File: config.mk
export PLATFORM = sky130hd
export DESIGN_NAME = imrs_ram
export DESIGN_NICKNAME = d
export VERILOG_FILES = /design/src/imrs_ram.sv
export SDC_FILE = /design/constraint.sdc
export NUM_CORES = 1
export LEC_CHECK = 0
export BUFFER_PORTS_ARGS = -buffer_cell sky130_fd_sc_hd__buf_2
export CAP_MARGIN = 20
export CORE_MARGIN = 2
export CORE_UTILIZATION = 47
export CTS_CLUSTER_SIZE = 28
export DETAILED_ROUTE_END_ITERATION = 7
export GPL_ROUTABILITY_DRIVEN = 0
export PLACE_DENSITY_LB_ADDON = 0.25
export SYNTH_ARGS = -nofsm -noshare
export SYNTH_HDL_FRONTEND = slang
export SYNTH_SLANG_ARGS = --single-unit
File: constraint.sdc
create_clock -name clk -period 2.4 [get_ports clk]
set_input_delay 0.24 -clock clk [delete_from_list [all_inputs] [get_ports clk]]
set_output_delay 0.24 -clock clk [all_outputs]
set_load 0.005 [all_outputs]
File: src/imrs_ram.sv
// ----------------------------------------------------------------------------
// imrs_ram
// Generic single-port-write, single-port-read RAM with registered read data.
// ----------------------------------------------------------------------------
module imrs_ram #(
  parameter int WIDTH = 16,
  parameter int DEPTH = 64
) (
  input  logic                     clk,
  input  logic                     we,
  input  logic [$clog2(DEPTH)-1:0] waddr,
  input  logic [WIDTH-1:0]         wdata,
  input  logic                     re,
  input  logic [$clog2(DEPTH)-1:0] raddr,
  output logic [WIDTH-1:0]         rdata
);

  logic [WIDTH-1:0] mem [DEPTH];

  always_ff @(posedge clk) begin
    if (we) begin
      mem[waddr] <= wdata;
    end
    if (re) begin
      rdata <= mem[raddr];
    end
  end

endmodule

Word-level counts from Yosys, hierarchy flattened
Memories as Yosys holds them, arrays and structs flattened. A register that Yosys moved wholly into a read port is not among the register bits.
Index checks and enable logic that the tools add are counted.
{"block": "word_totals", "out_inout_bits": 16, "ramBits": 1024, "memories": 1, "register_bits": 0, "wordCells": 3, "input_bits": 31}
{"memory": "mem", "words": 64, "width": 16, "rd": 1, "rd_ports_with_merged_regs": 1, "wr": 1, "line": "18", "source": "logic [WIDTH-1:0] mem [DEPTH];"}
{"block": "op_classes", "muxes": 2}
{"operator": "$mux W1", "count": 2}

Logic depth before layout (Yosys ltp)
Gate-level depths: netlist of the first run.
{"block": "logic_depth", "depth_word": 2, "ltp_mapped": 10, "depth_no_buf": 5}

Least setup slack after synthesis of the first run
OpenSTA, ideal clock, no wires.
{"block": "synth_timing", "path_type": "input to register", "from": "in waddr[3]", "to": "mem mem[48][0] (enable)", "path_slack_ns": 0.125, "arrival_ns": 1.866, "path_buffers": 1, "t_required_ns": 1.991, "setup_ns": 0.409, "stages": 4, "cell_sequence": "clkbuf_1 -> nor2b_1 -> nand4b_1 -> nor3_1"}
{"element": "from (decl)", "line": "11", "source": "input logic [$clog2(DEPTH)-1:0] waddr,"}
{"element": "to (decl)", "line": "18"}
No word-level cell before the write port.

==> results of run 1 <==
flip-flops by register name (all words and copies together), names as in the netlist:
| register | cells |
|---|---|
| rdata | 16 |
| mem | 1024 |
cell type report:
class | count | share of cell area
Sequential cell | 1040 | 0.664
Multi-Input combinational cell | 685 | 0.175
Clock buffer | 116 | 0.0567
Timing Repair Buffer | 296 | 0.0544
Tap cell | 1144 | 0.0304
Clock inverter | 79 | 0.0193
Antenna cell | 3 | 0.000160
metal layers:
metal | vias to the layer above | track usage | part of all wire
met5 | - | 0 | 0.00052
met4 | 8 | 0.0599 | 0.027
met3 | 178 | 0.0343 | 0.072
met2 | 840 | 0.359 | 0.49
met1 | 10500 | 0.314 | 0.41
li1 | 8305 | - | -
what timing repair did:
| action | 4_1_cts | 5_1_grt |
|---|---|---|
| endpoints found under the setup margin | 0 | 1 |
| hold endpoints to repair | 12 | 0 |
| resized for setup | 0 | 1 |
| buffers inserted | 0 | 0 |
| hold buffers | 1 | 0 |
worst max-delay path by stage:
| stage | start | end | slack [ns] | cells after the start |
|---|---|---|---|---|
| 2_1_floorplan | waddr[3] | mem[48][0] | 0.13 | 4 |
| 3_3_place_gp | raddr[0] | rdata[1] | -0.38 | 8 |
| 3_5_place_dp | raddr[0] | rdata[1] | -0.37 | 8 |
| 4_1_cts | mem[11][1] | rdata[1] | 0.02 | 6 |
| 5_1_grt | mem[11][0] | rdata[0] | 0.06 | 6 |
| 6_report | mem[10][0] | rdata[0] | 0.1 | 6 |
through the flow:
step | TNS (ns) | hold slack (ns)
global route | 0 | 0.0540
global placement | -2.24 | 0.659
finish | 0 | 0.0952
detailed placement | -2.54 | 0.678
floorplan | 0 | 0.339
CTS | 0 | 0.0403
cell families after synthesis:
family,Yosys count
multiplexers,336
AND/OR/NAND/NOR,220
buffers and inverters,104
AO/OA/AOI/OAI,129
flip-flops,1040
power groups by stage:
stage | Sequential [W] | Combinational, W | Clock (W)
finish | 0.0202 | 0.00207 | 0.0168
global route | 0.0202 | 0.00220 | 0.0177
detailed placement | 0.0206 | 0.00209 | 0
global placement | 0.0206 | 0.00205 | 0
CTS | 0.0202 | 0.00209 | 0.0170
floorplan | 0.0206 | 0.00104 | 0
worst max-delay path, delay by kind of cell (launching register included):
kind	cells	cell delay, ns
flops	1	0.37
simple gates	1	0.14
compound gates	3	0.85
mux	1	0.45
buf+inv	1	0.22
cell usage after synthesis:
cell,instances,area share
and2_1,2,0.00031
or3_1,1,0.00016
mux4_1,4,0.0026
nor2_1,72,0.0067
buf_8,3,0.0011
nand4_1,12,0.0019
a41oi_1,5,0.0011
a211oi_1,8,0.0015
nor3_1,2,0.00025
a221o_1,6,0.0015
nor4_2,3,0.00093
nor2b_1,30,0.0047
nand3_1,24,0.0030
edfxtp_1,1040,0.78
a22o_1,6,0.0013
mux2i_1,85,0.021
buf_4,13,0.0024
clkbuf_2,2,0.00025
nand2_4,1,0.00028
o21ai_0,5,0.00062
buf_12,5,0.0025
mux2_2,27,0.0076
buf_2,36,0.0045
nand3b_1,2,0.00037
a311oi_1,8,0.0017
a21oi_1,17,0.0021
a31oi_1,8,0.0012
clkbuf_1,24,0.0022
nand2b_1,3,0.00047
buf_6,17,0.0048
a22oi_1,39,0.0073
nor2_2,2,0.00031
clkbuf_4,1,0.00019
nand4b_1,1,0.00022
a211o_1,8,0.0017
and4_1,5,0.0011
buf_1,3,0.00028
a221oi_1,16,0.0035
nand2_1,59,0.0055
mux4_2,220,0.12
o21ai_1,3,0.00037
or3b_2,1,0.00022
==> impl_metrics.env, run 1 <==
export IMPL_slew_viol_final=0
export IMPL_crit_type="flop to flop"
export IMPL_fmax_mhz=434
export IMPL_clock_skew_ns=0.0301
export IMPL_setup_violations=0
export IMPL_synth_top_family_by_area="multiplexers"
export IMPL_min_period_over_period=0.960
export IMPL_ioPinCount=47
export IMPL_cp_max_fo=1
export IMPL_multi_input_area_um2=8260
export IMPL_p_sw_w=0.00824
export IMPL_final_nets=2159
export IMPL_antenna_found_initial=10
export IMPL_drc=0
export IMPL_final_cell_mix="edfxtp_1, mux4_2, buf_4, clkbuf_16, mux2i_1"
export IMPL_worstSkewPairLatency_ns=0.67
export IMPL_worst_pin_slew_ns=0.997
export IMPL_die_h_um=296
export IMPL_fin_ws_ns=0.0951
export IMPL_grt_first_pass_wirelength_um=139000
export IMPL_synth_area_um2=40200
export IMPL_clkPwrFrac=0.430
export IMPL_dieArea_um2=87900
export IMPL_hold_class="primary input to flop"
export IMPL_cts_num_sinks=1040
export IMPL_hp_start="re"
export IMPL_drt_total_wl_um=95000
export IMPL_regArea_um2=31200
export IMPL_dp_cells=3164
export IMPL_fillers=6313
export IMPL_rows=107
export IMPL_crit_required_ns=2.80
export IMPL_final_core_util=0.554
export IMPL_timing_rr_start="mem[10][0]"
export IMPL_synth_compound_area_frac=0.0240
export IMPL_cts_tree="built"
export IMPL_syn_inst=1829
export IMPL_final_cells=3363
export IMPL_syn_nets=1860
export IMPL_final_area_um2=47100
export IMPL_postSynthAreaPerCell_um2=22.0
export IMPL_synth_cell_types=42
export IMPL_ff2ff_setup_slack_ns=0.1
export IMPL_clk_path_buf_depth=3
export IMPL_detail_route_antenna_nets=0
export IMPL_placed_cell_area_um2=43500
export IMPL_vias=19800
export IMPL_drtIter0Drc=2408
export IMPL_portBuffers=46
export IMPL_grt_max_degree=65
export IMPL_htreeDepth=3
export IMPL_ys_seq_area_frac=0.777
export IMPL_crit_arrival_ns=2.71
export IMPL_seqPwrFrac=0.517
export IMPL_cp_start_kind="flop"
export IMPL_slowest_delay_ns=0.50
export IMPL_coreArea_um2=85000
export IMPL_synthXorXnorAreaFrac=0
export IMPL_rsz0062_at_grt="false"
export IMPL_fin_crit_ns=2.30
export IMPL_power_leakage_nw=15.3
export IMPL_wl_per_cell_um=28.3
export IMPL_root_buffer="clkbuf_16"
export IMPL_path_cells="mux4_2 -> nor2b_1 -> a211o_1 -> a31oi_1 -> buf_4 -> a311oi_1"
export IMPL_end_kind="flop"
export IMPL_final_hold_violation_count=0
export IMPL_synth_mux_area_frac=0.155
export IMPL_layout_drive_gt1_share=0.324
export IMPL_yosys_warnings=0
export IMPL_dp_slack_ns=-0.369
export IMPL_p_total_w=0.0391
export IMPL_hold_path_depth=1
export IMPL_syn_to_final_growth_pct=17.1
export IMPL_cellPowerDensity_nw_per_um2=830
export IMPL_rr_endpoint="rdata[0]"
export IMPL_grt_usage=0.221
export IMPL_path_clk_slew_ns=0.06
export IMPL_yosys_register_bits=1040
export IMPL_outcome="complete, no violations"
export IMPL_start_util=0.473
export IMPL_min_to="rdata[7]"
export IMPL_numCtsBuffers=105
export IMPL_rr_worst_depth=6
export IMPL_firstDrtPassIters=5
export IMPL_viasPerCell=5.90
export IMPL_critPathSlowestCell="a31oi_1"
export IMPL_die_w_um=296
export IMPL_p_comb_frac=0.053
export IMPL_intPower_w=0.0308
export IMPL_hpwl_um=60800
export IMPL_drv_cap=0
export IMPL_swShare=0.211
export IMPL_layout_commonest_cell="edfxtp_1"
export IMPL_ir_worst_vdd_mv=0.659
export IMPL_synthSimpleGateAreaFrac=0.0264
export IMPL_synthAdderAreaFrac=0
export IMPL_relSlewSlack=0.336
export IMPL_grt_pass1_vias=20200
export IMPL_gr_total_overflow=0
(Power assumes the default switching activity.)
==> run 2: changes to the inputs <==
--- a/config.mk
+++ b/config.mk
@@ -5,12 +5,12 @@
 export SDC_FILE = /design/constraint.sdc
 export NUM_CORES = 1
 export LEC_CHECK = 0
-export BUFFER_PORTS_ARGS = -buffer_cell sky130_fd_sc_hd__buf_2
 export CAP_MARGIN = 20
 export CORE_MARGIN = 2
 export CORE_UTILIZATION = 47
 export CTS_CLUSTER_SIZE = 28
 export DETAILED_ROUTE_END_ITERATION = 7
+export DONT_BUFFER_PORTS = 1
 export GPL_ROUTABILITY_DRIVEN = 0
 export PLACE_DENSITY_LB_ADDON = 0.25
 export SYNTH_ARGS = -nofsm -noshare
==> impl_metrics.env, run 2 (synthesis results as in run 1) <==
export IMPL_setup_violations=0
export IMPL_power_leakage_nw=14.4
export IMPL_fmax_mhz=457
export IMPL_p_comb_frac=0.041
export IMPL_min_period_over_period=0.911
export IMPL_rsz0062_at_grt="false"
export IMPL_crit_required_ns=2.79
export IMPL_layout_commonest_cell="edfxtp_1"
export IMPL_gr_total_overflow=0
export IMPL_coreArea_um2=85000
export IMPL_path_clk_slew_ns=0.06
export IMPL_clk_path_buf_depth=3
export IMPL_cellPowerDensity_nw_per_um2=819
export IMPL_die_h_um=296
export IMPL_syn_to_final_growth_pct=13.6
export IMPL_htreeDepth=3
export IMPL_start_util=0.473
export IMPL_end_kind="flop"
export IMPL_viasPerCell=5.95
export IMPL_ff2ff_setup_slack_ns=0.21
export IMPL_relSlewSlack=0.212
export IMPL_crit_arrival_ns=2.58
export IMPL_p_total_w=0.0374
export IMPL_ctsResizeCount=0
export IMPL_detail_route_antenna_nets=0
export IMPL_ir_worst_vdd_mv=0.555
export IMPL_wl_per_cell_um=29.2
export IMPL_final_cell_mix="edfxtp_1, mux4_2, clkbuf_16, buf_4, mux2i_1"
export IMPL_slew_viol_final=0
export IMPL_cp_max_fo=1
export IMPL_crit_type="flop to flop"
export IMPL_clkPwrFrac=0.419
export IMPL_numCtsBuffers=104
export IMPL_seqPwrFrac=0.541
export IMPL_fin_crit_ns=2.19
export IMPL_antenna_found_initial=6
export IMPL_outcome="complete, no violations"
export IMPL_firstDrtPassIters=5
export IMPL_die_w_um=296
export IMPL_cp_start_kind="flop"
export IMPL_grt_usage=0.217
export IMPL_grt_pass1_vias=19100
export IMPL_hold_class="primary input to flop"
export IMPL_drtIter0Drc=2247
export IMPL_rows=107
export IMPL_grt_first_pass_wirelength_um=135000
export IMPL_max_flop_register="mem"
export IMPL_swShare=0.201
export IMPL_grt_max_degree=261
export IMPL_ioPinCount=47
export IMPL_vias=19000
export IMPL_biggestRegsByFlops="mem: 1024 flops, rdata: 16 flops"
export IMPL_layout_drive_gt1_share=0.253
export IMPL_hpwl_um=52100
export IMPL_worstSkewPairLatency_ns=0.66
export IMPL_post_cts_buffers=0
export IMPL_root_buffer="clkbuf_16"
export IMPL_drv_cap=0
export IMPL_drc=0
export IMPL_portBuffers=0
export IMPL_fillers=6376
export IMPL_drt_total_wl_um=93600
export IMPL_fin_setup_tns_ns=0
export IMPL_dieArea_um2=87900
export IMPL_final_nets=2006
export IMPL_cts_tree="built"
export IMPL_intPower_w=0.0299
export IMPL_clock_skew_ns=0.0321
export IMPL_cts_num_sinks=1040
export IMPL_p_sw_w=0.00751
export IMPL_worst_pin_slew_ns=1.18
export IMPL_largest_reg_flops=1024
export IMPL_final_hold_violation_count=0
==> run 2: cell types whose count changed in the layout (fill, tap and decap cells not counted), moves of 2 or more <==
cell,previous run,this run
buf_16,0,16
dlygate4sd3_1,1,21
clkinv_1,19,36
clkinv_8,3,0
buf_12,34,2
clkinvlp_4,7,3
clkinv_2,26,19
clkinv_4,2,0
buf_2,43,0
clkinv_16,2,0
buf_4,215,105
diode_2,3,1
clkbuf_16,105,107
bufinv_16,16,9
==> run 2: metrics by stage <==
stage / setup WS [ns] / cells / utilization / hold WS (ns) / area (µm²)
6_report: 0.213 / 3201 / 0.537 / 0.0502 / 45700
5_1_grt: 0.203 / 3200 / 0.537 / 0.0367 / 45700
4_1_cts: 0.227 / 3200 / 0.537 / 0.00486 / 45700
3_5_place_dp: 0.119 / 2976 / 0.491 / 0.347 / 41700
3_3_place_gp: 0.177 / 2976 / 0.491 / 0.346 / 41700
2_1_floorplan: 0.125 / 1829 / - / 0.339 / 40200
==> run 2: final timing paths <==
| path | from | to | cells past startpoint |
|---|---|---|---|
| max | mem[47][12] | rdata[12] | 4 |
| min | raddr[4] | rdata[6] | 2 |
| max reg2reg | mem[47][12] | rdata[12] | 4 |
| min reg2reg | mem[27][10] | rdata[10] | 4 |
==> run 2: area by class of cell <==
type,count,area [µm²],share of cell area
Sequential cell,1040,31200,0.684
Multi-Input combinational cell,685,8250,0.181
Clock buffer,117,2720,0.0595
Timing Repair Buffer,144,1480,0.0324
Tap cell,1144,1430,0.0313
Clock inverter,70,561,0.0123
Antenna cell,1,2.50,0.0000548
==> run 2: worst max-delay path, stage by stage (launching register included) <==
cell      delay, ns
edfxtp_1       0.36
mux4_2         0.46
mux2i_1        0.31
o21ai_0        0.43
and4_1         0.37
==> run 2: power by group through the flow <==
stage | registers [W] | logic, W | clock network (W)
finish | 0.0202 | 0.00152 | 0.0157
global route | 0.0202 | 0.00160 | 0.0166
CTS | 0.0202 | 0.00153 | 0.0159
detailed placement | 0.0206 | 0.00109 | 0
global placement | 0.0206 | 0.00109 | 0
floorplan | 0.0206 | 0.00104 | 0
==> run 2: timing repair <==
action,CTS,global route
hold buffers,37,0
endpoints found under the setup margin,0,0
endpoints found under the hold margin,1067,0
==> run 2: per-layer routing <==
layer | up-vias | share of wire | global-route usage
met5 | - | 0 | 0
met4 | 0 | 0.019 | 0.0484
met3 | 118 | 0.072 | 0.0366
met2 | 679 | 0.49 | 0.349
met1 | 10300 | 0.42 | 0.314
li1 | 7984 | - | -
==> run 3: changes to the inputs <==
--- a/config.mk
+++ b/config.mk
@@ -6,13 +6,16 @@
 export NUM_CORES = 1
 export LEC_CHECK = 0
 export CAP_MARGIN = 20
+export CELL_PAD_IN_SITES_DETAIL_PLACEMENT = 1
+export CELL_PAD_IN_SITES_GLOBAL_PLACEMENT = 2
 export CORE_MARGIN = 2
-export CORE_UTILIZATION = 47
+export CORE_UTILIZATION = 46
 export CTS_CLUSTER_SIZE = 28
 export DETAILED_ROUTE_END_ITERATION = 7
 export DONT_BUFFER_PORTS = 1
 export GPL_ROUTABILITY_DRIVEN = 0
 export PLACE_DENSITY_LB_ADDON = 0.25
+export SLEW_MARGIN = 20
 export SYNTH_ARGS = -nofsm -noshare
 export SYNTH_HDL_FRONTEND = slang
 export SYNTH_SLANG_ARGS = --single-unit
==> impl_metrics.env, run 3 (synthesis results as in run 1) <==
export IMPL_ctsResizeCount=0
export IMPL_drc=0
export IMPL_ioPinCount=47
export IMPL_final_hold_violation_count=0
export IMPL_coreArea_um2=86800
export IMPL_largest_reg_flops=1024
export IMPL_grt_usage=0.229
export IMPL_clk_path_buf_depth=3
export IMPL_swShare=0.209
export IMPL_start_util=0.463
export IMPL_grt_first_pass_wirelength_um=147000
export IMPL_layout_commonest_cell="edfxtp_1"
export IMPL_final_nets=2027
export IMPL_slew_viol_final=0
export IMPL_final_core_util=0.530
export IMPL_power_leakage_nw=14.5
export IMPL_portBuffers=0
export IMPL_crit_type="flop to flop"
export IMPL_drv_cap=0
export IMPL_setup_violations=0
export IMPL_fin_setup_tns_ns=0
export IMPL_fin_crit_ns=2.26
export IMPL_p_comb_frac=0.042
export IMPL_fmax_mhz=443
export IMPL_cts_tree="built"
export IMPL_relSlewSlack=0.223
export IMPL_path_clk_slew_ns=0.06
export IMPL_seqPwrFrac=0.539
export IMPL_final_cell_mix="edfxtp_1, mux4_2, buf_4, clkbuf_16, mux2i_1"
export IMPL_grt_max_degree=261
export IMPL_ir_worst_vdd_mv=0.602
export IMPL_worst_pin_slew_ns=1.15
export IMPL_vias=19000
export IMPL_syn_to_final_growth_pct=14.3
export IMPL_end_kind="flop"
export IMPL_htreeDepth=3
export IMPL_cp_max_fo=1
export IMPL_grt_pass1_vias=20300
export IMPL_intPower_w=0.0297
export IMPL_cellPowerDensity_nw_per_um2=817
export IMPL_wl_per_cell_um=31.3
export IMPL_rsz0062_at_grt="false"
export IMPL_outcome="complete, no violations"
export IMPL_crit_arrival_ns=2.67
export IMPL_rows=108
export IMPL_firstDrtPassIters=5
export IMPL_cts_num_sinks=1040
export IMPL_numCtsBuffers=108
export IMPL_max_flop_register="mem"
export IMPL_drtIter0Drc=1901
export IMPL_biggestRegsByFlops="mem: 1024 flops, rdata: 16 flops"
export IMPL_hold_class="primary input to flop"
export IMPL_crit_required_ns=2.81
export IMPL_drt_total_wl_um=102000
export IMPL_viasPerCell=5.87
export IMPL_clock_skew_ns=0.0276
export IMPL_dieArea_um2=89800
export IMPL_gr_total_overflow=0
export IMPL_root_buffer="clkbuf_16"
export IMPL_detail_route_antenna_nets=0
export IMPL_antenna_found_initial=4
export IMPL_die_w_um=300
export IMPL_hpwl_um=57800
export IMPL_worst_hold_slack_ns=0.00472
export IMPL_die_h_um=300
export IMPL_min_period_over_period=0.940
export IMPL_worstSkewPairLatency_ns=0.69
export IMPL_cp_start_kind="flop"
export IMPL_n_antenna_cell=0
export IMPL_clkPwrFrac=0.419
export IMPL_p_sw_w=0.00786
export IMPL_layout_drive_gt1_share=0.262
-- run 3: stage by stage --
step                      area, µm²  cells  power (W)  setup WS (ns)
after floorplan               40200   1829     0.0216          0.125
after global placement        42000   3003     0.0217         0.0603
after detailed placement      42000   3003     0.0217        0.00585
after CTS                     45900   3241     0.0379          0.121
after global routing          45900   3241     0.0386        0.00334
final                         45900   3241     0.0375          0.143
-- run 3: power by group through the flow --
stage	clock (W)	sequential, W	combinational (W)
after floorplan	0	0.0206	0.00104
after global placement	0	0.0206	0.00113
after detailed placement	0	0.0206	0.00114
after CTS	0.0160	0.0202	0.00160
after global routing	0.0167	0.0202	0.00167
final	0.0157	0.0202	0.00158
-- run 3: area by class of cell --
class | count | area (µm²)
Clock buffer | 133 | 2800
Clock inverter | 67 | 520
Fill cell | 7550 | 40800
Multi-Input combinational cell | 685 | 8250
Sequential cell | 1040 | 31200
Tap cell | 1155 | 1450
Timing Repair Buffer | 161 | 1700
-- run 3: routing by layer --
| layer | vias to the layer above | global-route usage | part of all wire |
|---|---|---|---|
| met5 | - | 0 | 0.00033 |
| met4 | 6 | 0.0651 | 0.024 |
| met3 | 145 | 0.0504 | 0.069 |
| met2 | 562 | 0.375 | 0.49 |
| met1 | 10300 | 0.313 | 0.41 |
| li1 | 8033 | - | - |
-- run 3: repair_timing --
item,CTS,global route
hold buffers,38,0
hold endpoints to repair,1092,0
buffers inserted,0,0
-- run 3: final timing paths --
check                            startpoint        end  slack, ns  cells past startpoint
worst min-delay path               raddr[3]  rdata[11]      0.005                      2
worst max-delay path              mem[6][1]   rdata[1]       0.14                      5
worst max register to register    mem[6][1]   rdata[1]       0.14                      5
worst min register to register  mem[44][13]  rdata[13]       0.98                      4
-- run 3: worst max-delay path, cell delays in order (launching register included) --
cell and delay, ns:
edfxtp_1 0.37, mux4_2 0.48, mux2i_1 0.48, a22oi_1 0.15
a31oi_1 0.39, a311oi_1 0.11
