File: src/imrs_pkg.sv
// ----------------------------------------------------------------------------
// imrs_pkg
// Shared types and constants for the IMU motion rate selector.
// ----------------------------------------------------------------------------
package imrs_pkg;

  // Defaults for the top-level parameters
  localparam int DEF_WINDOW_DEPTH = 64;
  localparam int DEF_NORM_SPAN    = 20;

  // Field widths
  localparam int AXIS_W   = 16;
  localparam int N_AXES   = 6;
  localparam int SAMPLE_W = AXIS_W * N_AXES;
  localparam int NORM_W   = 16;
  localparam int LEVEL_W  = 17;
  localparam int RATE_W   = 16;
  localparam int VAR_W    = 31;

  // Window fill thresholds and level saturation
  localparam int STILL_MIN_FILL  = 20;
  localparam int MOTION_MIN_FILL = 10;
  localparam logic [LEVEL_W-1:0] LEVEL_ONE = 17'h10000;

  // Serial divider: quotient widths of the two divisions
  localparam int DIV_QW = 31;
  localparam int DIV_CW = 5;
  localparam logic [DIV_CW-1:0] VAR_QBITS = 5'd31;
  localparam logic [DIV_CW-1:0] LVL_QBITS = 5'd17;

  // Divider request
  typedef struct packed {
    logic              start;
    logic [DIV_CW-1:0] qbits;
  } div_req_t;

  // Configuration register map (word index)
  typedef enum logic [2:0] {
    REG_ADAPTIVE_EN = 3'd0,
    REG_BASE_RATE   = 3'd1,
    REG_STAT_RATE   = 3'd2,
    REG_MOVE_RATE   = 3'd3,
    REG_AGGR_RATE   = 3'd4,
    REG_ACCEL_LIM   = 3'd5,
    REG_GYRO_LIM    = 3'd6,
    REG_MOT_SCALE   = 3'd7
  } cfg_idx_t;

  // Register reset values
  localparam logic        RST_ADAPTIVE_EN = 1'b1;
  localparam logic [15:0] RST_BASE_RATE   = 16'd1600;
  localparam logic [15:0] RST_STAT_RATE   = 16'd160;
  localparam logic [15:0] RST_MOVE_RATE   = 16'd1600;
  localparam logic [15:0] RST_AGGR_RATE   = 16'd3200;
  localparam logic [31:0] RST_ACCEL_LIM   = 32'd1000;
  localparam logic [31:0] RST_GYRO_LIM    = 32'd1000;
  localparam logic [23:0] RST_MOT_SCALE   = 24'd4096;

  function automatic int imax(input int a, input int b);
    return (a > b) ? a : b;
  endfunction

endpackage

File: src/imrs_div.sv
// ----------------------------------------------------------------------------
// imrs_div
// Restoring shift-subtract divider, one quotient bit per cycle.
// ----------------------------------------------------------------------------
module imrs_div
  import imrs_pkg::*;
#(
  parameter int DW = 64
) (
  input  logic              clk,
  input  logic              rst_n,
  input  div_req_t          req,
  input  logic [DW-1:0]     num,
  input  logic [DW-1:0]     den_sh,   // divisor pre-shifted by qbits-1
  output logic              done,
  output logic [DIV_QW-1:0] quot
);

  logic [DW-1:0]     rem_r;
  logic [DW-1:0]     dsh_r;
  logic [DIV_CW-1:0] cnt_r;
  logic [DIV_QW-1:0] q_r;
  logic              fit;

  assign fit  = (rem_r >= dsh_r);
  assign done = (cnt_r == '0);
  assign quot = q_r;

  // Control count
  always_ff @(posedge clk) begin
    if (!rst_n) begin
      cnt_r <= '0;
    end else if (req.start) begin
      cnt_r <= req.qbits;
    end else if (!done) begin
      cnt_r <= cnt_r - 1'b1;
    end
  end

  // Datapath: one compare and subtract per step
  always_ff @(posedge clk) begin
    if (req.start) begin
      rem_r <= num;
      dsh_r <= den_sh;
      q_r   <= '0;
    end else if (!done) begin
      if (fit) begin
        rem_r <= rem_r - dsh_r;
      end
      q_r   <= {q_r[DIV_QW-2:0], fit};
      dsh_r <= dsh_r >> 1;
    end
  end

endmodule
File: config.mk
export PLATFORM = sky130hd
export DESIGN_NAME = imrs_div
export DESIGN_NICKNAME = d
export VERILOG_FILES = /design/src/imrs_pkg.sv /design/src/imrs_div.sv
export SDC_FILE = /design/constraint.sdc
export NUM_CORES = 1
export LEC_CHECK = 0
export BUFFER_PORTS_ARGS = -buffer_cell sky130_fd_sc_hd__buf_2
export CAP_MARGIN = 20
export CORE_MARGIN = 5
export CORE_UTILIZATION = 45
export CTS_CLUSTER_DIAMETER = 60
export CTS_CLUSTER_SIZE = 24
export DETAILED_ROUTE_END_ITERATION = 7
export GPL_TIMING_DRIVEN = 0
export PLACE_DENSITY = 0.75
export SLEW_MARGIN = 5
export SYNTH_ARGS = -nofsm -noshare
export SYNTH_HDL_FRONTEND = slang
export SYNTH_SLANG_ARGS = --single-unit
File: constraint.sdc
create_clock -name clk -period 7.9 [get_ports clk]
set_clock_uncertainty 0.05 [all_clocks]
set_input_delay 1.185 -clock clk [delete_from_list [all_inputs] [get_ports clk]]
set_output_delay 1.185 -clock clk [all_outputs]
set_load 0.03 [all_outputs]
# Word level (Yosys, flattened, before mapping)

Cells that the tools add are included.

Flip-flop bits (word level): 164
Bits of input ports: 136
Word-level logic and storage cells: 18

$add $sub $neg: 2
Magnitude comparators: 1
Equal/unequal tests: 1
Muxes and demuxes: 7
Reductions and logical operators: 3

Operators by type and width:

| kind                                              | count |
|---|---|
| two-way mux 64 bit                                | 5 |
| greater-or-equal comparator 64 bit                | 1 |
| subtractor 64 bit                                 | 1 |
| two-way mux 5 bit                                 | 2 |
| logical NOT 5 bit                                 | 1 |
| subtractor 5 x 1 -> 5 bit (second input constant) | 1 |
| inequality test 2 bit (second input constant)     | 1 |
| AND reduction 2 bit                               | 1 |
| nonzero test 2 bit                                | 1 |

# Logic depth before layout (Yosys ltp)

Gate-level depths: netlist of run 1.

Word-level depth: 4
Depth in mapped cells: 13

# Least setup slack after synthesis of run 1

Ideal clock, no wire load.

Kind: register -> register
Start: register rem_r[27]
End: register rem_r[0] (enable)
Setup time: 0.433 ns
Arrival: 3.925 ns
Slack: 3.493 ns
Stages on the path, launching flop included: 11
Period minus slack after synthesis: 4.407 ns
Path through: edfxtp_1 > ha_1 > clkbuf_1 > nand4_1 > or4_1 > a21oi_1 > nor3_1 > o211a_1 > o31a_1 > o22ai_1 > nand2b_1

Longest elaborated chain between the ends: 3

Ends and longest elaborated chain:

| what                                 | RTL line       | text |
|---|---|---|
| from (decl)                          | imrs_div.sv:19 | `logic [DW-1:0] rem_r;` |
| from (signal assigned)               | imrs_div.sv:43 | `rem_r <= num;` |
| from (signal assigned)               | imrs_div.sv:48 | `rem_r <= rem_r - dsh_r;` |
| greater-or-equal comparator 64 bit   | imrs_div.sv:25 | `assign fit = (rem_r >= dsh_r);` |
| nonzero test 2 bit (no source line)  | n/a            |  |
| AND reduction 2 bit (no source line) | n/a            |  |

No other way between the ends.
A chain may end at the register's enable or synchronous reset.

# Worst setup path in the final report of run 1

Start: register rem_r[27]
End: register rem_r[26] (enable)

The elaborated chain is that of the path after synthesis.

==> results of run 1 <==
[path summary, 6_finish.rpt]
path             start   endpoint  slack, ns  depth (start not counted)
min reg2reg   quot[14]   quot[14]       0.42                          2
min           quot[14]   quot[14]       0.42                          2
max reg2reg  rem_r[27]  rem_r[26]       4.04                         11
max          rem_r[27]  rem_r[26]       4.04                         11
[routing by layer]
| metal | track usage, % | routed length, um | vias up |
|---|---|---|---|
| li1 | - | - | 4747 |
| met1 | 28.00 | 12510 | 4406 |
| met2 | 33.31 | 12860 | 347 |
| met3 | 6.561 | 2633 | 66 |
| met4 | 7.930 | 856 | 8 |
| met5 | 0 | 55 | - |
[stage by stage]
| stage | setup slack [ns] | std cells | power [mW] |
|---|---|---|---|
| finish | 4.039 | 1752 | 4.903 |
| global route | 3.829 | 1752 | 5.292 |
| CTS | 4.045 | 1749 | 4.883 |
| detailed placement | 4.074 | 1717 | 4.006 |
| global placement | 2.293 | 1716 | 3.947 |
| floorplan | 3.493 | 1230 | 3.417 |
[registers in the layout (all words and copies together), names as in the netlist]
register / flops
dsh_r: 64
rem_r: 64
quot: 31
cnt_r: 5
[cells in the mapped netlist (2+ instances only)]
library cell and count:
o2111ai_1 3, and2_1 8, nand2b_1 6, a221oi_1 4
o31a_1 3, mux2_2 5, nand3b_1 2, nand3_1 9
a31oi_1 11, o22ai_1 2, and3_1 7, nor2_1 44
nor3_1 14, a211o_1 6, o21ai_0 157, a21boi_0 5
a211oi_2 2, o211ai_1 6, a21oi_1 121, buf_1 5
clkbuf_1 50, or4_1 3, a211oi_1 4, dfxtp_1 36
nor4_1 2, nor2b_1 9, buf_2 9, xnor2_1 26
clkbuf_2 3, o211a_1 3, o21bai_1 15, edfxtp_1 128
nand4_1 21, xor2_1 34, ha_1 66, nand2_1 247
a21o_1 33, o21a_1 12, inv_1 82, o31ai_1 5
[layout make-up]
class	count	area, um^2	area share (%)
Inverter	83	311.5	2.493
Antenna cell	3	7.507	0.06007
Buffer	68	277.8	2.223
Tap cell	319	399.1	3.194
Multi-Input combinational cell	915	5488	43.91
Clock inverter	12	113.9	0.9111
Sequential cell	164	4564	36.52
Clock buffer	20	479.2	3.835
Timing Repair Buffer	168	855.8	6.848
[report_power, final]
group	switching, mW	internal (mW)	total [mW]
registers	0.0789	1.27	1.35
clock network	0.375	0.477	0.852
logic	1.66	1.04	2.70
total	2.11	2.79	4.90
[worst max-delay path, cell delays in order, from the launching register on]
cell and delay, ns:
edfxtp_1 0.37, ha_1 0.28, clkbuf_1 0.26, nand4_1 0.22
or4_1 0.57, a21oi_1 0.19, nor3_1 0.11, o211a_1 0.26
o31a_1 0.29, o22ai_1 0.20, nand2b_4 0.42, buf_12 0.31
[placed cells by master, fill, tap and decap left out, drive strengths merged, types with 21 or more instances in the layout]
cell type,instances
edfxtp,128
a21o,33
a21oi,121
nor2,44
xor2,34
dfxtp,36
inv,89
buf,183
xnor2,26
clkbuf,73
nand4,21
o21ai,158
ha,66
nand2,248
[cells by family after synthesis]
logic type	share of synthesized area, %
buffers and inverters	5.546
AO/OA/AOI/OAI	22.64
multiplexers	0.5298
flip-flops	42.95
AND/OR/NAND/NOR	15.42
XOR/XNOR	4.945
adder cells (fa/ha/maj)	7.959
==> results.txt, run 1 <==
Status - complete, no violations
Fraction of final layout cells sized beyond drive strength 1 - 16.29%
Die footprint - 26,790 um^2
Wire length per cell - 16.51 um
Core area - 23,330 um^2
Antenna violations before repair - 7
Max_slew headroom - 26.37%
Ranking of synthesized cells by area - edfxtp_1 (36%), nand2_1 (8.7%), ha_1 (7.8%), o21ai_0 (7.4%), dfxtp_1 (6.8%)
First-pass GRT wire length - 45,820 um
Gpl congestion - 0.9278
Pins over their slew limit - 0
Vias in the first global route - 9,378
CTS tree - yes
Worst-skew pair later-pin latency - 0.44 ns
Die W - 163.7 um
Final setup vio count - 0
Fin crit period - 3.861 ns
Final Hold Viols - 0
Mean area per synthesized cell - 8.639 um^2
Leakage - 5.392 nW
Async set-reset flop share out of synthesis - 0%
Std cell rows - 56
Die Span Y - 163.7 um
Initial Utilization - 45.54%
Achievable Freq - 0.2590 GHz
H-tree levels - 4
RSZ-0062 raised after global routing - no
CTS Hold Buffers Added - 0
CTS Buffer Depth - 2
All-Layer GR Usage - 21.35%
Post-CTS resize count - 0
Grt total ovfl - 0
Fillers - 2,217
DRC viols - 0
DR pass1 iterations - 7
EDFF count, synth - 128
TNS Setup - 0 ns
Worst slew pin tran - 1.105 ns
Post-Syn Area - 10,630 um^2
Final WL - 28,920 um
Clk slew on worst S/H paths - 0.07 ns
Port Buf Inserts - 167
Vias per inst - 5.465
Post-Syn Nets - 1,433
1st-iter DRT viols - 697
Syn Inst Count - 1,230
Worst EP required - 7.97 ns
Worst Setup End Kind - flop
DP HPWL - 21,920 um
Number of buffers created by CTS - 17
CP Class - flop to flop
CTS Sinks - 164
Final-stage net count - 1,620
Synth Warn # - 0
Fin crit share - 48.87%
Top FF cell, synth - edfxtp_1
Placed cell area - 11,900 um^2
Area Overhead vs Synth - 17.60%
Post-route core utilization - 53.56%
Vias - 9,574
Max-cap viol count - 0
Hold Path Class - flop to flop
Post-CTS Setup Bufs - 0
Root Buffer - clkbuf_16
Post-route cell area - 12,500 um^2
Worst EP arrival - 3.93 ns
WHS - 0.4171 ns
Antenna-violating nets left - 0
Synth cell types - 62
Critical Path Fanout Max - 42
Register area share after synthesis - 42.95%
Ports - 168
Startpoint Class - flop
Yosys top cell by area - edfxtp_1
Synth Register Bits - 164
Largest net degree at the start of global routing - 65
Synth top area share - 36.17%
Worst vdd ir - 0.1686 mV
Pwr Density - 392.3 nW/um^2
(Power assumes the default switching activity.)
==> inputs of run 2 (changes only) <==
Clock period 7.9 ns to 3.7 ns, I/O delays scaled along.
==> results.txt, run 2 (synthesized netlist as in run 1, its figures left out) <==
RSZ-0062 raised after global routing - no
1st-iter DRT viols - 780 (+12%)
Final-stage net count - 1,623 (+0.19%)
Final Hold Viols - 0 (unchanged)
Placement Setup Slack - -0.05255 ns (-4.126 ns)
Grt total ovfl - 0 (unchanged)
Most common cell after layout, fill and taps aside - nand2_1
Hold Path Class - primary input to flop
N_diodes - 0 (-3)
Reg area - 4564 um^2 (unchanged)
Worst Hold Path EP - cnt_r[4]
DP HPWL - 22,050 um (+0.60%)
CTS Buffer Depth - 2 (unchanged)
Gpl congestion - 0.9354 (+0.82%)
Worst EP arrival - 3.58 ns (-0.35 ns)
Leakage - 5.430 nW (+0.70%)
Antenna-violating nets left - 0 (unchanged)
Critical Path Fanout Max - 22 (-48%)
CTS tree - yes
Worst Setup End Kind - flop
DRC viols - 0 (unchanged)
HP Start - req[4]
Placed cell area - 11,920 um^2 (+0.16%)
Max-cap viol count - 0 (unchanged)
Antenna violations before repair - 5 (-2)
Max_slew headroom - 38.20% (+12 points)
R2R Path Start - dsh_r[20]
Pins over their slew limit - 0 (unchanged)
Die W - 163.7 um (unchanged)
Startpoint Class - flop
CTS Sinks - 164 (unchanged)
Pwr Density - 835.7 nW/um^2 (+110%)
Worst vdd ir - 0.3972 mV (+140%)
Reg2reg setup slack - 0.21 ns (-3.83 ns)
Total power - 10.49 mW (+110%)
Core area - 23,330 um^2 (unchanged)
Worst EP required - 3.79 ns (-4.18 ns)
Final setup margin - 0.2079 ns (-3.831 ns)
Post-route cell area - 12,550 um^2 (+0.44%)
Placed Instances - 1,718 (+0.058%)
Commonest non-fill, non-tap cells in the layout - nand2_1 (246), buf_2 (176), o21ai_0 (157)
Fin crit share - 94.38% (+46 points)
Vias in the first global route - 9,462 (+0.90%)
First-pass GRT wire length - 46,820 um (+2.2%)
Largest net degree at the start of global routing - 65 (unchanged)
Vias per inst - 5.480 (+0.28%)
Root Buffer - clkbuf_16
Final WL - 29,260 um (+1.2%)
Final Non-Filler Cells - 1,752 (unchanged)
Die footprint - 26,790 um^2 (unchanged)
Fillers - 2,156 (-2.8%)
Achievable Freq - 0.2864 GHz (+11%)
CP Class - flop to flop
Wire length per cell - 16.70 um (+1.2%)
DR pass1 iterations - 5 (-2)
Fraction of final layout cells sized beyond drive strength 1 - 16.89% (+0.59 points)
Cells on worst reg2reg path - 13 (+2)
Reg2Reg Capture Point - rem_r[3]
Initial Utilization - 45.54% (unchanged)
Worst slew pin tran - 0.9270 ns (-0.1775 ns)
All-Layer GR Usage - 21.77% (+0.42 points)
Fin crit period - 3.492 ns (-0.3687 ns)
Multi-input logic area - 5525 um^2 (+0.68%)
Port Buf Inserts - 167 (unchanged)
Final setup vio count - 0 (unchanged)
TNS Setup - 0 ns (unchanged)
H-tree levels - 4 (unchanged)
Clk slew on worst S/H paths - 0.07 ns (about the same)
Die Span Y - 163.7 um (unchanged)
Ports - 168 (unchanged)
Worst-skew pair later-pin latency - 0.44 ns (about the same)
Status - complete, no violations
Area Overhead vs Synth - 18.12%
Vias - 9,601 (+0.28%)
Hold path depth - 2 (unchanged)
Std cell rows - 56 (unchanged)
Number of buffers created by CTS - 17 (unchanged)
==> run 2: cell count changes in the layout (fill, tap and decap cells not counted), sizes merged, moves of 2 or more <==
cell and change:
clkinvlp -2, inv +4, buf +2, diode -3
clkbuf -3
==> run 2: routing by layer <==
metal	track usage, %	up-vias	wire length, um	part of all wire, %
li1	-	4737	-	-
met1	28.56	4487	12860	44
met2	34.99	309	13270	45
met3	6.031	58	2394	8.2
met4	6.977	10	674	2.3
met5	0	-	62	0.21
==> run 2: final cells by class <==
type                    count  area share, %
plain buffers              67          2.183
clock buffers              18          3.589
clock inverters            14         0.8971
inverters                  83          2.482
multi-input cells         916          44.02
flip-flops and latches    164          36.36
well taps                 319          3.180
repair buffers            171          7.287
==> run 2: worst max path at each step <==
stage | cells after the start | slack (ns) | start | endpoint
global placement | 10 | -0.80 | rem_r[27] | rem_r[23]
global route | 13 | 0.03 | dsh_r[20] | rem_r[61]
floorplan | 10 | 0.05 | rem_r[27] | rem_r[0]
detailed placement | 11 | -0.05 | rem_r[27] | rem_r[43]
finish | 13 | 0.21 | dsh_r[20] | rem_r[3]
CTS | 13 | 0.07 | dsh_r[20] | rem_r[3]
==> run 2: per-stage QoR <==
step	hold slack [ns]	utilization, %
final	0.2946	53.80
after floorplan	0.5134	-
after global routing	0.2852	53.80
after global placement	0.3898	50.85
after detailed placement	0.3932	51.07
after CTS	0.2817	53.70
==> run 2: where the power goes <==
part           total (mW)  internal, mW  leakage [nW]  switching (mW)
Sequential           2.88          2.71          1.63           0.168
Combinational        5.86          2.29          3.52            3.57
Clock                1.74         0.920         0.285           0.825
Total                10.5          5.92          5.43            4.56
==> run 2: timing repair <==
item / in CTS / in global routing
hold buffers: 0 / 0
setup endpoints to repair: 45 / 24
buffers inserted: 1 / 0
endpoints found under the hold margin: 0 / 0
gates cloned: 2 / 0
gates resized for setup: 1 / 4
==> run 2: critical path, cell delays in order (launching register included) <==
cell	delay (ns)
edfxtp_1	0.33
inv_1	0.07
ha_1	0.27
buf_2	0.16
and2_1	0.14
nand3_1	0.12
or4_1	0.54
a21oi_2	0.16
nor3_2	0.07
o211a_1	0.23
o31a_1	0.29
o22ai_4	0.19
nand2b_4	0.22
bufbuf_16	0.35
==> inputs of run 3 (changes only) <==
Settings changed: ABC_AREA set to 1, CORE_MARGIN 5 to 2, PLACE_DENSITY 0.75 to 0.74.
==> results.txt, run 3 <==
Die W - 171.0 um (+4.5%)
HP Start - den_sh[63]
Std cell rows - 61 (+8.9%)
TNS Setup - 0 ns (unchanged)
Commonest non-fill, non-tap cells in the layout - nand2_1 (775), inv_1 (427), buf_2 (174)
Worst slew pin tran - 0.8989 ns (-0.02817 ns)
Reg2Reg Capture Point - rem_r[36]
RSZ-0062 raised after global routing - no
Worst EP required - 3.65 ns (-0.14 ns)
Hold Path Class - primary input to flop
Syn Inst Count - 1,936 (+57%)
Post-route core utilization - 52.48% (-1.3 points)
Root Buffer - clkbuf_16
Synth top area share - 30.62% (-5.6 points)
Vias per inst - 4.828 (-12%)
Largest net degree at the start of global routing - 65 (unchanged)
EDFF count, synth - 128 (unchanged)
Grt total ovfl - 0 (unchanged)
N_diodes - 0 (unchanged)
DR pass1 iterations - 6 (+1)
Status - complete, no violations
Synth cell types - 36 (-42%)
Highest-delay cell along the critical path - nand2_4
Ranking of synthesized cells by area - edfxtp_1 (31%), nand2_1 (23%), inv_1 (13%), ha_1 (6.6%), dfxtp_1 (5.7%)
Ports - 168 (unchanged)
Gpl congestion - 0.9773 (+4.5%)
CTS tree - yes
Synth Warn # - 0 (unchanged)
Post-Syn Area - 12,550 um^2 (+18%)
Vias - 12,133 (+26%)
Top FF cell, synth - edfxtp_1
Yosys top cell by area - edfxtp_1
Vias in the first global route - 11,371 (+20%)
Post-CTS resize count - 0 (-1)
Core area - 27,630 um^2 (+18%)
Antenna-violating nets left - 0 (unchanged)
Placed cell area - 13,890 um^2 (+17%)
First-pass GRT wire length - 60,150 um (+28%)
Wire length per cell - 15.42 um (-7.7%)
Final Hold Viols - 0 (unchanged)
Count leader, synth - nand2_1
Die footprint - 29,250 um^2 (+9.2%)
Final-stage net count - 2,325 (+43%)
Total power - 12.05 mW (+15%)
Port Buf Inserts - 166 (-0.60%)
Max-cap viol count - 0 (unchanged)
1st-iter DRT viols - 917 (+18%)
Max_slew headroom - 40.08% (+1.9 points)
R2R Path Start - rem_r[0]
Initial Utilization - 45.44% (-0.11 points)
Achievable Freq - 0.3052 GHz (+6.6%)
Clk slew on worst S/H paths - 0.08 ns (about the same)
CTS Buffer Depth - 2 (unchanged)
WHS - 0.3210 ns (+0.02642 ns)
Final setup vio count - 0 (unchanged)
Most common cell after layout, fill and taps aside - nand2_1
Synth Register Bits - 164 (unchanged)
Register area share after synthesis - 36.36% (-6.6 points)
Worst-skew pair later-pin latency - 0.45 ns (about the same)
Post-route cell area - 14,500 um^2 (+16%)
Hold path depth - 3 (+1)
Leakage - 7.910 nW (+46%)
DRC viols - 0 (unchanged)
All-Layer GR Usage - 26.96% (+5.2 points)
Startpoint Class - flop
Worst vdd ir - 0.3086 mV (-22%)
Area Overhead vs Synth - 15.51%
CP Cell Sequence - inv_1, ha_1, inv_1, fa_1, nand3_1, nand3_2, nand2_1, nand2_1, nand2_1, nand2_1, nand2_1, nand2_2, nand2_1, nand3_1, nand2_1, nand2_4
Pins over their slew limit - 0 (unchanged)
Final WL - 38,750 um (+32%)
Post-CTS Setup Bufs - 0 (-1)
Synth cell count leaders - nand2_1 (776), inv_1 (427), edfxtp_1 (128)
Worst Setup End Kind - flop
CP startpoint - rem_r[0]
Fin crit period - 3.277 ns (-0.2155 ns)
CP Class - flop to flop
Fraction of final layout cells sized beyond drive strength 1 - 11.38% (-5.5 points)
Crit-path max cell delay - 0.47 ns (-0.07 ns)
Post-Syn Nets - 2,139 (+49%)
Die Span Y - 171.0 um (+4.5%)
DP HPWL - 31,780 um (+44%)
Antenna violations before repair - 0 (-5)
H-tree levels - 4 (unchanged)
Pwr Density - 830.8 nW/um^2 (-0.59%)
Reg2reg setup slack - 0.42 ns (+0.22 ns)
Worst Hold Path EP - dsh_r[63]
Number of buffers created by CTS - 17 (unchanged)
Fin crit share - 88.55% (-5.8 points)
Async set-reset flop share out of synthesis - 0% (unchanged)
CTS Sinks - 164 (unchanged)
Worst EP arrival - 3.23 ns (-0.35 ns)
Mean area per synthesized cell - 6.484 um^2 (-25%)
Cells on worst reg2reg path - 16 (+3)
Most frequent CP cell - nand2_1
CTS Hold Buffers Added - 0 (unchanged)
Critical Path Fanout Max - 64 (+190%)
-- run 3: critical path, delay by kind of cell (launching register included) --
family | cells | cell delay (ns)
adders and majority gates | 2 | 0.56
buffers and inverters | 2 | 0.14
DFF | 1 | 0.36
and+or+nand+nor | 12 | 1.68
-- run 3: stage by stage --
stage / setup slack (ns) / instances
finish: 0.4235 / 2513
global route: 0.06839 / 2513
CTS: 0.3688 / 2513
detailed placement: 0.3860 / 2481
global placement: -1.093 / 2480
floorplan: 0.1260 / 1936
-- run 3: where the power goes --
| group | switching, mW | internal [mW] |
|---|---|---|
| clock network | 0.910 | 0.948 |
| logic | 4.99 | 2.32 |
| registers | 0.166 | 2.71 |
| total | 6.07 | 5.98 |
-- run 3: cells by family (layout without fill, tap and decap cells) --
group / after synthesis / after routing / share of synthesized area, %
flops: 164 / 164 / 36.36
simple gates: 1031 / 1031 / 33.36
xor+xnor: 26 / 26 / 1.814
buf+inv: 464 / 663 / 13.99
compound gates: 184 / 184 / 7.735
fa+ha+maj: 67 / 67 / 6.738
-- run 3: per-layer routing --
metal  vias up  GRT usage [%]  share of wire [%]
met1      5425          37.69                 48
met4         0          6.706                1.6
met5         -              0                  0
met3        32          3.886                6.3
li1       6337              -                  -
met2       339          43.86                 45
-- run 3: worst max-delay path by stage --
stage	slack [ns]	endpoint
6_report	0.42	rem_r[36]
5_1_grt	0.07	rem_r[34]
4_1_cts	0.37	rem_r[43]
3_5_place_dp	0.39	rem_r[30]
3_3_place_gp	-1.09	rem_r[35]
2_1_floorplan	0.13	rem_r[0]
-- run 3: layout make-up --
cell class,instances,area [um^2]
repair buffers,167,850.8
well taps,378,473.0
clock inverters,14,162.7
clock buffers,18,450.4
inverters,428,1607
multi-input cells,1308,6240
fillers,2885,13130
flip-flops and latches,164,4564
plain buffers,36,152.6
